===== src/hdl/sotbl_pkg.sv =====
// shared types and constants for the sorted table insert/remove unit
`default_nettype none

package sotbl_pkg;

    // default table depth
    localparam int unsigned DEPTH_DEF = 16;

    // field widths of the request and result
    localparam int unsigned MODE_W   = 2;
    localparam int unsigned VALUE_W  = 32;
    localparam int unsigned STATUS_W = 2;
    localparam int unsigned POS_W    = 5;

    // operation codes
    typedef enum logic [MODE_W-1:0] {
        MODE_INSERT = 2'd0,
        MODE_REMOVE = 2'd1,
        MODE_SEARCH = 2'd2,
        MODE_CLEAR  = 2'd3
    } t_mode;

    // result status codes
    typedef enum logic [STATUS_W-1:0] {
        ST_OK   = 2'd0,
        ST_MISS = 2'd1,
        ST_FULL = 2'd2
    } t_status;

    // compare unit result
    typedef struct packed {
        logic lt;
        logic eq;
    } t_cmp_res;

endpackage

`default_nettype wire


===== src/hdl/sorted_table_insert_remove_unit.sv =====
// top level: sorted table of signed values with insert, remove, search and clear
//
//  channel   dir  handshake           payload
//  request   in   i_valid / o_stall   i_mode, i_value
//  result    out  o_valid / i_stall   o_status, o_position, o_count
//
// one request at a time; o_stall is high from acceptance until its result is taken
// scan reads and compares the entries below the value one by one in S_SCAN and S_CMP, and stops
// at the end of the table or at the first entry not below it, then passes through S_DECIDE;
// an insert or remove then moves each entry with a read and a write over the single ram port pair
// clear goes from acceptance straight to the result state
// reset empties the table at once; no clearing pass, stale entries are never read
// the result holds in its register while i_stall is high
`default_nettype none

module sorted_table_insert_remove_unit #(
    parameter int unsigned DEPTH = sotbl_pkg::DEPTH_DEF
) (
    input  wire logic                               i_clk,
    input  wire logic                               i_rst_n,
    input  wire logic                               i_valid,
    output logic                                    o_stall,
    input  wire logic [sotbl_pkg::MODE_W-1:0]       i_mode,
    input  wire logic signed [sotbl_pkg::VALUE_W-1:0] i_value,
    output logic                                    o_valid,
    input  wire logic                               i_stall,
    output logic [sotbl_pkg::STATUS_W-1:0]          o_status,
    output logic [sotbl_pkg::POS_W-1:0]             o_position,
    output logic [sotbl_pkg::POS_W-1:0]             o_count
);

    localparam int unsigned AW = $clog2(DEPTH);
    localparam int unsigned CW = $clog2(DEPTH + 1);
    localparam int unsigned VW = sotbl_pkg::VALUE_W;

    typedef enum logic [3:0] {
        S_IDLE,
        S_SCAN,
        S_CMP,
        S_DECIDE,
        S_SHR,
        S_SHR_WR,
        S_SHL,
        S_SHL_WR,
        S_OUT
    } t_state;

    t_state             r_state, n_state;
    logic [CW-1:0]      r_count, n_count;
    logic [CW-1:0]      r_idx, n_idx;
    logic [CW-1:0]      r_j, n_j;
    logic               r_hit, n_hit;
    sotbl_pkg::t_mode   r_mode, n_mode;
    sotbl_pkg::t_status r_status, n_status;
    logic [VW-1:0]      r_value, n_value;

    logic               req_accept;
    logic [CW-1:0]      j_inc, j_dec;
    logic               ram_we;
    logic [AW-1:0]      ram_waddr, ram_raddr;
    logic [VW-1:0]      ram_wdata, ram_rdata;
    sotbl_pkg::t_cmp_res cmp_res;

    // entry storage
    sotbl_ram #(
        .WIDTH (VW),
        .DEPTH (DEPTH)
    ) u_ram (
        .i_clk   (i_clk),
        .i_we    (ram_we),
        .i_waddr (ram_waddr),
        .i_wdata (ram_wdata),
        .i_raddr (ram_raddr),
        .o_rdata (ram_rdata)
    );

    // compare of the read entry against the request value
    sotbl_cmp u_cmp (
        .i_entry (ram_rdata),
        .i_key   (r_value),
        .o_res   (cmp_res)
    );

    assign req_accept = i_valid && !o_stall;
    assign j_inc      = r_j + CW'(1);
    assign j_dec      = r_j - CW'(1);

    // sequencer next state and ram control
    always_comb begin
        n_state   = r_state;
        n_count   = r_count;
        n_idx     = r_idx;
        n_j       = r_j;
        n_hit     = r_hit;
        n_mode    = r_mode;
        n_status  = r_status;
        n_value   = r_value;
        ram_we    = 1'b0;
        ram_waddr = r_j[AW-1:0];
        ram_wdata = ram_rdata;
        ram_raddr = r_idx[AW-1:0];

        case (r_state)
            S_IDLE: begin
                if (req_accept) begin
                    n_mode   = sotbl_pkg::t_mode'(i_mode);
                    n_value  = i_value;
                    n_idx    = '0;
                    n_status = sotbl_pkg::ST_OK;
                    if (sotbl_pkg::t_mode'(i_mode) == sotbl_pkg::MODE_CLEAR) begin
                        n_count = '0;
                        n_state = S_OUT;
                    end else begin
                        n_state = S_SCAN;
                    end
                end
            end
            // read the next entry or stop at the end of the table
            S_SCAN: begin
                if (r_idx == r_count) begin
                    n_hit   = 1'b0;
                    n_state = S_DECIDE;
                end else begin
                    ram_raddr = r_idx[AW-1:0];
                    n_state   = S_CMP;
                end
            end
            // step past smaller entries, stop at the first not below the value
            S_CMP: begin
                if (cmp_res.lt) begin
                    n_idx   = r_idx + CW'(1);
                    n_state = S_SCAN;
                end else begin
                    n_hit   = cmp_res.eq;
                    n_state = S_DECIDE;
                end
            end
            S_DECIDE: begin
                case (r_mode)
                    sotbl_pkg::MODE_INSERT: begin
                        if (r_count == CW'(DEPTH)) begin
                            n_status = sotbl_pkg::ST_FULL;
                            n_state  = S_OUT;
                        end else begin
                            n_j     = r_count;
                            n_state = S_SHR;
                        end
                    end
                    sotbl_pkg::MODE_REMOVE: begin
                        if (!r_hit) begin
                            n_status = sotbl_pkg::ST_MISS;
                            n_state  = S_OUT;
                        end else begin
                            n_j     = r_idx;
                            n_state = S_SHL;
                        end
                    end
                    sotbl_pkg::MODE_SEARCH: begin
                        n_status = r_hit ? sotbl_pkg::ST_OK : sotbl_pkg::ST_MISS;
                        n_state  = S_OUT;
                    end
                    default: begin
                        n_state = S_OUT;
                    end
                endcase
            end
            // open a gap at the insert position, moving entries up from the top
            S_SHR: begin
                if (r_j == r_idx) begin
                    ram_we    = 1'b1;
                    ram_waddr = r_idx[AW-1:0];
                    ram_wdata = r_value;
                    n_count   = r_count + CW'(1);
                    n_state   = S_OUT;
                end else begin
                    ram_raddr = j_dec[AW-1:0];
                    n_state   = S_SHR_WR;
                end
            end
            S_SHR_WR: begin
                ram_we    = 1'b1;
                ram_waddr = r_j[AW-1:0];
                ram_wdata = ram_rdata;
                n_j       = j_dec;
                n_state   = S_SHR;
            end
            // close the gap at the removed position, moving entries down
            S_SHL: begin
                if (j_inc >= r_count) begin
                    n_count = r_count - CW'(1);
                    n_state = S_OUT;
                end else begin
                    ram_raddr = j_inc[AW-1:0];
                    n_state   = S_SHL_WR;
                end
            end
            S_SHL_WR: begin
                ram_we    = 1'b1;
                ram_waddr = r_j[AW-1:0];
                ram_wdata = ram_rdata;
                n_j       = j_inc;
                n_state   = S_SHL;
            end
            // hold the result until taken
            S_OUT: begin
                if (!i_stall) begin
                    n_state = S_IDLE;
                end
            end
            default: begin
                n_state = S_IDLE;
            end
        endcase
    end

    // state and registered outputs
    always_ff @(posedge i_clk) begin
        if (!i_rst_n) begin
            r_state <= S_IDLE;
            r_count <= '0;
        end else begin
            r_state <= n_state;
            r_count <= n_count;
        end
        r_idx    <= n_idx;
        r_j      <= n_j;
        r_hit    <= n_hit;
        r_mode   <= n_mode;
        r_status <= n_status;
        r_value  <= n_value;
    end

    assign o_stall    = (r_state != S_IDLE);
    assign o_valid    = (r_state == S_OUT);
    assign o_status   = r_status;
    assign o_position = sotbl_pkg::POS_W'(r_idx);
    assign o_count    = sotbl_pkg::POS_W'(r_count);

    // count never goes past the table depth
    a_count_bound: assert property (@(posedge i_clk) disable iff (!i_rst_n)
        r_count <= CW'(DEPTH))
        else $error("entry count beyond depth");

    // a full status is only reported on a full table
    a_full_only_when_full: assert property (@(posedge i_clk) disable iff (!i_rst_n)
        (o_valid && r_status == sotbl_pkg::ST_FULL) |-> (r_count == CW'(DEPTH)))
        else $error("full status with room left");

    // reported position never lies beyond the entry count
    a_pos_bound: assert property (@(posedge i_clk) disable iff (!i_rst_n)
        o_valid |-> (r_idx <= r_count))
        else $error("position beyond count");

    // an upward move always stays above the insert position
    a_shift_above_pos: assert property (@(posedge i_clk) disable iff (!i_rst_n)
        (r_state == S_SHR_WR) |-> (r_j > r_idx))
        else $error("shift below insert position");

endmodule

`default_nettype wire


===== src/hdl/sotbl_ram.sv =====
// generic single write port ram with registered read
`default_nettype none

module sotbl_ram #(
    parameter int unsigned WIDTH = 32,
    parameter int unsigned DEPTH = 16
) (
    input  wire logic                              i_clk,
    input  wire logic                              i_we,
    input  wire logic [$clog2(DEPTH)-1:0]          i_waddr,
    input  wire logic [WIDTH-1:0]                  i_wdata,
    input  wire logic [$clog2(DEPTH)-1:0]          i_raddr,
    output logic      [WIDTH-1:0]                  o_rdata
);

    logic [WIDTH-1:0] r_mem [DEPTH];
    logic [WIDTH-1:0] r_rdata;

    // write and registered read
    always_ff @(posedge i_clk) begin
        if (i_we) begin
            r_mem[i_waddr] <= i_wdata;
        end
        r_rdata <= r_mem[i_raddr];
    end

    assign o_rdata = r_rdata;

endmodule

`default_nettype wire


===== src/hdl/sotbl_cmp.sv =====
// signed less-than and equality compare unit
`default_nettype none

module sotbl_cmp (
    input  wire logic [sotbl_pkg::VALUE_W-1:0] i_entry,
    input  wire logic [sotbl_pkg::VALUE_W-1:0] i_key,
    output sotbl_pkg::t_cmp_res                o_res
);

    // entry below key, and entry equal to key
    always_comb begin
        o_res.lt = ($signed(i_entry) < $signed(i_key));
        o_res.eq = (i_entry == i_key);
    end

endmodule

`default_nettype wire


===== config.mk =====
export PLATFORM = sky130hd
export DESIGN_NAME = sorted_table_insert_remove_unit
export DESIGN_NICKNAME = d
export VERILOG_FILES = /design/src/hdl/sotbl_pkg.sv /design/src/hdl/sorted_table_insert_remove_unit.sv /design/src/hdl/sotbl_ram.sv /design/src/hdl/sotbl_cmp.sv
export SDC_FILE = /design/constraint.sdc
export NUM_CORES = 1
export LEC_CHECK = 0
export BUFFER_PORTS_ARGS = -buffer_cell sky130_fd_sc_hd__buf_2
export CORE_MARGIN = 10
export CORE_UTILIZATION = 45
export CTS_BUF_LIST = sky130_fd_sc_hd__clkbuf_4
export DETAILED_ROUTE_END_ITERATION = 16
export PLACE_DENSITY = 0.68
export SYNTH_ARGS = -nofsm -noshare
export SYNTH_HDL_FRONTEND = slang
export SYNTH_SLANG_ARGS = --single-unit
export TNS_END_PERCENT = 20

===== constraint.sdc =====
create_clock -name i_clk -period 8.2 [get_ports i_clk]
set_clock_uncertainty 0.1 [all_clocks]
set_input_delay 0.82 -clock i_clk [delete_from_list [all_inputs] [get_ports i_clk]]
set_output_delay 0.82 -clock i_clk [all_outputs]
set_load 0.01 [all_outputs]

==> results of run 1 <==
[worst max-delay path by stage]
stage | from | to | slack [ns]
2_1_floorplan | o_position[2]$_SDFFCE_PN0P_ | u_ram.r_mem[14][0]$_DFFE_PP_ | 4.66
3_3_place_gp | r_j[0]$_DFFE_PP_ | u_ram.o_rdata[9]$_DFF_P_ | 3.67
3_5_place_dp | r_j[0]$_DFFE_PP_ | u_ram.o_rdata[9]$_DFF_P_ | 3.50
4_1_cts | r_j[0]$_DFFE_PP_ | u_ram.o_rdata[9]$_DFF_P_ | 3.44
5_1_grt | r_j[0]$_DFFE_PP_ | u_ram.o_rdata[9]$_DFF_P_ | 3.11
6_report | r_j[0]$_DFFE_PP_ | u_ram.o_rdata[9]$_DFF_P_ | 3.36
[cells in the final DEF, fill, tap and decap left out, types with 8 or more instances in the layout]
master and instances:
dlygate4sd3_1 35, inv_1 44, a21o_1 14, inv_2 8
ha_1 46, nor2_1 35, o21ai_0 45, mux2i_1 10
a21oi_1 156, a32oi_1 126, nor2b_1 9, edfxtp_1 559
nand2_1 467, nor2_4 21, nand3_1 11, nand4_1 8
buf_2 51, clkinv_1 24, a22oi_1 68, clkbuf_4 236
xnor2_1 9, xor2_1 14, dfxtp_1 41, buf_4 60
[sequential cells by signal, summed over array words and instances (netlist names)]
name,cells
u_ram.r_mem,512
o_count,5
u_ram.o_rdata,32
r_hit,1
r_mode,2
r_state,4
o_position,5
r_j,5
r_value,32
o_status,2
[power groups by stage]
| stage | sequential, mW | combinational, mW | clock, mW |
|---|---|---|---|
| after floorplan | 3.63 | 0.527 | 0 |
| after global placement | 3.64 | 0.754 | 0 |
| after detailed placement | 3.64 | 0.781 | 0 |
| after CTS | 3.58 | 0.798 | 2.62 |
| after global routing | 3.58 | 0.894 | 2.79 |
| final | 3.58 | 0.801 | 2.56 |
[through the flow]
| step | util, % | instances | setup WS, ns | hold WS, ns |
|---|---|---|---|---|
| floorplan | - | 1849 | 4.66 | 0.443 |
| finish | 52.1 | 2855 | 3.36 | 0.0891 |
| global placement | 47.7 | 2542 | 3.67 | 0.477 |
| CTS | 52.1 | 2851 | 3.44 | 0.00595 |
| detailed placement | 47.7 | 2542 | 3.50 | 0.493 |
| global route | 52.1 | 2854 | 3.11 | 0.0390 |
[cell type report]
cell class	count	area [um2]	area share, %
Sequential cell	600	17600	62.8
Multi-Input combinational cell	1090	6330	22.6
Clock buffer	236	1770	6.32
Timing Repair Buffer	146	1060	3.77
Tap cell	696	871	3.11
Clock inverter	38	226	0.808
Inverter	45	169	0.602
Antenna cell	4	10.0	0.0357
[layer usage]
layer  GRT usage, %  share of wire [%]  wire, um  vias up
met1           23.9                 41     24700     7915
met5              0                  0         0        -
met4           7.05                2.2      1320        0
met2           31.2                 49     29700      666
li1               -                  -         -     7425
met3           4.56                8.0      4880      115
[critical path: stages, from the launching register on]
cell	delay, ns
edfxtp_1	0.47
ha_1	0.30
nand3_1	0.14
xnor2_1	0.18
ha_1	0.33
a21oi_1	0.22
nand3_1	0.11
a31oi_2	0.45
nor2_4	0.15
mux2_8	0.77
buf_4	0.79
a32oi_1	0.23
a22oi_1	0.30
nand2_1	0.10
[what timing repair did]
action | 4_1_cts | 5_1_grt
hold buffers | 35 | 0
hold endpoints to repair | 35 | 0
buffers inserted | 0 | 0
endpoints found under the setup margin | 0 | 0
[cell families (layout without fill, tap and decap cells)]
family | after synthesis | after routing
adders and majority gates | 47 | 47
xor gates and xnor gates | 23 | 23
other | 0 | 4
buffers and inverters | 159 | 465
AOI/OAI and AO/OA | 432 | 432
and+or+nand+nor | 576 | 576
DFF | 600 | 600
muxes | 12 | 12
==> results.md, run 1 <==
* Reg2Reg Capture Point: u_ram.o_rdata[9]$_DFF_P_
* Leak Pwr at between 10 and 15 nW
* Status: completed
* VDD IR-drop max at between 0.1 and 0.15 mV
* Sw frac at between 20% and 30%
* Placed Area at ~26000 um2
* Iter 0 DRT Violations at 1828
* Maxcap violations at 0
* Vias/cell at roughly 5.6
* Cell area after layout at ~28000 um2
* Largest net degree at the start of global routing at approximately 120
* Switching pwr at ~1.7 mW
* RePlAce Congestion at slightly above 0.8
* CTS H-tree depth at 4
* Ratio of final minimum period to clock period at about 59%
* Relative slew margins at approximately a fifth
* Drt pass-1 iters at 6
* XOR/XNOR share of the synthesized area at less than 1%
* Remaining DRCs at 0
* Startpoint class of the critical path: flop
* Top post-synthesis cells by area: edfxtp_1, nand2_1, a32oi_1, dfxtp_1, a21oi_1
* Setup violators final at 0
* Top cell type's share of synthesized area at between 60% and 70%
* Initial antenna violation count at 2
* Total gr overflow at 0
* Worst-margin pin slew at between 1 and 1.5 ns
* Syn Std Cell Area at 24400 um2
* Clock root buffer: clkbuf_4
* Share of layout cells above drive strength 1 at ~18%
* Syn Nets at ~1900
* Synth top cells by count: edfxtp_1, nand2_1, a21oi_1
* Setup TNS at 0 ns
* Total CTS buffers at 150
* Clk buf depth at 3
* Clk_lat worst skew at 0.97 ns
* Synth async-reset ratio at 0%
* Post-synth EDFFs at about 560
* Clock Sinks at 600
* WL/cell at 21.2 um
* Post-CTS resize count at 0
* Post-synthesis mux area share at 0.517%
* Yosys warning count at 0
* Post-synth top area cell: edfxtp_1
* Min cycle time layout at roughly 4.8 ns
* R2r setup slk at approximately 3.4 ns
* Die area at around 64000 um2
* Via count at approximately 16000
* Cells after Synth at approximately 1800
* Reg2Reg Depth at 13
* Antenna Nets Post-Route at 0
* Critical path arrival at around 5.6 ns
* Initial core utilization at between 40 and 50%
* Dpl hpwl at around 31000 um
* Hold Crit Start: i_rst_n
* Compound-gate portion of the synthesized area at approximately an eighth
* Synthesis-stage register bit count at 600
* Fill cells at 4514
* Sequential share of the synthesized area at between 70% and 80%
* Hold Fails Final Rpt at 0
* Max Slew Vio Count at 0
* Hold depth at 3
* Synth Flop Type: edfxtp_1
* Largest family of logic cells by synthesized area: compound AO/OA/AOI/OAI gates
* FMAX at about 0.21 GHz
* PortBufs at between 50 and 60
* DIE WIDTH at roughly 250 um
* Layout net count at 2118
* Vias in the first global route at around 16000
* Netlist cell types at 56
* Synth Area per Inst at 13.2 um2
* CTS tree: yes
* Int Pwr at about 5.2 mW
* Most common cell in the netlist: edfxtp_1
* Combinational share of power at between 10% and 20%
* Row Count at 85
* Final WL at 60600 um
* First-pass GRT wire length at between 90000 and 100000 um
* Pwr Density at 247 nW/um2
* Clock network fraction of total power at 36.9%
* Reg2reg start: r_j[0]$_DFFE_PP_
* Worst path required time at 8.93 ns
* Core area at around 54000 um2
* HP Class: input pin to flop
* Setup CP Type: flop to flop
* Hold Crit Endpoint: r_state[1]$_SDFFE_PN0P_
* Synth Area in Simple Gates at about a tenth
* CP Capture Type: flop
* Final Total Pwr at 6.94 mW
* IO Pins at 52
* CP Max Fanout at around 110
* RSZ-0062 raised after global routing: no
* Total GRT Usage at 18.9%
* Height of the die at 253 um
* Post-synthesis adder-cell area fraction at under 10%
* Area grow syn2layout at 14.7%
* Clock transition at path regs at about 0.06 ns
* Sequential Power Share at between 50% and 60%
Note: power is estimated with default switching activity, not from simulation.
==> inputs of run 2 (changes only) <==
PLACE_DENSITY = 0.71   (was 0.68)
clock period = 4.2 ns   (was 8.2 ns; I/O delays follow)
==> results.md, run 2 (synthesized netlist as in run 1, its figures left out) <==
* Status: completed
* Largest net degree at the start of global routing at 128 (+11%)
* VDD IR-drop max at 0.200 mV (+46%)
* Hold Fails Final Rpt at 0 (unchanged)
* Max reg flops at 512 (unchanged)
* Maxcap violations at 0 (unchanged)
* Min cycle time layout at 3.97 ns (-0.872 ns)
* Clock transition at path regs at 0.07 ns (about the same)
* Pwr Density at 471 nW/um2 (+90%)
* Dpl hpwl at 32000 um (+3.5%)
* Total CTS buffers at 144 (-4.0%)
* Setup TNS at 0 ns (unchanged)
* FMAX at 0.252 GHz (+22%)
* Worst-margin pin slew at 0.950 ns (-0.265 ns)
* CP Max Fanout at 8 (-93%)
* HP Class: input pin to flop
* Reg2reg start: r_j[1]$_DFFE_PP_
* Sequential Power Share at 52.0% (+0.5 points)
* WL/cell at 20.9 um (-1.7%)
* Leak Pwr at 10.3 nW (+1.6%)
* Initial antenna violation count at 1 (-1)
* DIE WIDTH at 253 um (unchanged)
* Layout net count at 2138 (+0.94%)
* Core area at 53800 um2 (unchanged)
* IO Pins at 52 (unchanged)
* Worst slack at placement at 0.320 ns (-3.18 ns)
* Drt pass-1 iters at 6 (unchanged)
* Antenna Nets Post-Route at 0 (unchanged)
* Reg2Reg Depth at 14 (+1)
* Sw frac at 24.9% (-0.13 points)
* Combinational share of power at 12.2% (+0.7 points)
* Startpoint class of the critical path: flop
* Row Count at 85 (unchanged)
* Height of the die at 253 um (unchanged)
* CTS H-tree depth at 4 (unchanged)
* Hold Crit Start: i_value[19]
* Setup violators final at 0 (unchanged)
* Post-route setup slack at 0.230 ns (-3.13 ns)
* Area grow syn2layout at 16.6%
* Fill cells at 4384 (-2.9%)
* CTS tree: yes
* Non-Filler Instances at 2861 (+0.21%)
* Iter 0 DRT Violations at 1632 (-11%)
* Vias/cell at 5.67 (+0.45%)
* Initial core utilization at 45.4% (unchanged)
* Die area at 64000 um2 (unchanged)
* Clk buf depth at 3 (unchanged)
* Final Total Pwr at 13.4 mW (+93%)
* Remaining DRCs at 0 (unchanged)
* Clock network fraction of total power at 35.8% (-1.1 points)
* Clock Sinks at 600 (unchanged)
* Total gr overflow at 0 (unchanged)
* Share of layout cells above drive strength 1 at 18.9% (+0.62 points)
* Clk_lat worst skew at 0.86 ns (-0.11 ns)
* Most frequent cells in the layout: edfxtp_1, nand2_1, clkbuf_4
* R2r setup slk at 0.23 ns (-3.13 ns)
* Via count at 16228 (+0.66%)
* PortBufs at 51 (unchanged)
* Int Pwr at 10.1 mW (+94%)
* Setup CP Type: flop to flop
* RePlAce Congestion at 0.847 (+3.6%)
* Total GRT Usage at 18.5% (-0.38 points)
* Switching pwr at 3.35 mW (+92%)
* Ratio of final minimum period to clock period at 94.5% (+35 points)
* First-pass GRT wire length at 91500 um (about the same)
* CP Capture Type: flop
* Vias in the first global route at 16317 (+2.5%)
* Clock root buffer: clkbuf_4
* Max Slew Vio Count at 0 (unchanged)
* Post-Place Cells at 2561 (+0.75%)
* Hold depth at 2 (-1)
* Register bank with the most flops: u_ram.r_mem
* Final Core Density at 53.0% (+0.86 points)
* Reg2Reg Capture Point: r_state[3]$_SDFFE_PN0P_
* Critical path arrival at 4.59 ns (-0.98 ns)
* Final WL at 59700 um (-1.5%)
* Relative slew margins at 36.6% (+18 points)
* Hold Crit Endpoint: r_value[19]$_DFFE_PP_
* Most common cell after layout, fill and taps aside: edfxtp_1
* Worst path required time at 4.82 ns (-4.11 ns)
[run 2: changes by cell type in the layout (fill, tap and decap cells not counted), sizes merged]
| cell | change |
|---|---|
| clkinv | -12 |
| clkbuf | -6 |
| diode | -3 |
| dlygate4sd3 | +4 |
| bufinv | -1 |
| inv | +1 |
| buf | +22 |
| clkinvlp | +1 |
[run 2: layout make-up]
type | count | area (um2) | share of cell area (%)
Clock buffer | 230 | 1730 | 6.06
Timing Repair Buffer | 172 | 1620 | 5.70
Antenna cell | 1 | 2.50 | 0.00878
Clock inverter | 27 | 165 | 0.579
Multi-Input combinational cell | 1090 | 6340 | 22.2
Inverter | 45 | 169 | 0.593
Sequential cell | 600 | 17600 | 61.8
Tap cell | 696 | 871 | 3.06
[run 2: power groups by stage]
stage | registers [mW] | clock network, mW | logic [mW]
after floorplan | 7.09 | 0 | 1.03
after global placement | 7.10 | 0 | 1.53
after detailed placement | 7.10 | 0 | 1.60
after CTS | 6.97 | 4.92 | 1.63
after global routing | 6.98 | 5.24 | 1.81
final | 6.97 | 4.80 | 1.64
[run 2: through the flow]
step | hold slack (ns) | area, um2
floorplan | 0.419 | 24400
global placement | 0.460 | 26200
detailed placement | 0.483 | 26200
CTS | 0.109 | 28500
global route | 0.128 | 28500
finish | 0.181 | 28500
[run 2: worst max-delay path by stage]
stage	slack, ns	endpoint	cells past startpoint	startpoint
after global placement	0.45	u_ram.o_rdata[10]$_DFF_P_	12	r_j[2]$_DFFE_PP_
after CTS	0.23	r_state[3]$_SDFFE_PN0P_	14	r_j[1]$_DFFE_PP_
final	0.23	r_state[3]$_SDFFE_PN0P_	14	r_j[1]$_DFFE_PP_
after detailed placement	0.32	u_ram.o_rdata[22]$_DFF_P_	14	r_j[1]$_DFFE_PP_
after floorplan	0.66	u_ram.r_mem[14][0]$_DFFE_PP_	8	o_position[2]$_SDFFCE_PN0P_
after global routing	-0.009	r_state[3]$_SDFFE_PN0P_	14	r_j[1]$_DFFE_PP_
[run 2: repair_timing]
action | in CTS | in global routing
hold endpoints to repair | 45 | 0
setup endpoints to repair | 0 | 8
setup buffers | 0 | 3
gates resized for setup | 0 | 1
hold buffers | 39 | 0
[run 2: critical path, stage by stage (launching register included)]
cell and delay, ns:
edfxtp_1 0.48, ha_1 0.31, nand3_1 0.15, xnor2_1 0.15, ha_1 0.34, a21oi_1 0.22
nand3_1 0.15, a31oi_4 0.32, nor2_4 0.12, nand2_1 0.09, o21ai_0 0.09, a22oi_1 0.15
dlygate4sd3_1 0.57, nor2b_1 0.04, dlygate4sd3_1 0.54
[run 2: per-layer routing]
| metal | vias to the layer above | part of all wire, % | global-route usage, % |
|---|---|---|---|
| met4 | 0 | 3.8 | 9.91 |
| met3 | 162 | 7.3 | 3.22 |
| met2 | 754 | 49 | 30.7 |
| li1 | 7438 | - | - |
| met1 | 7874 | 40 | 22.9 |
| met5 | - | 0 | 0 |
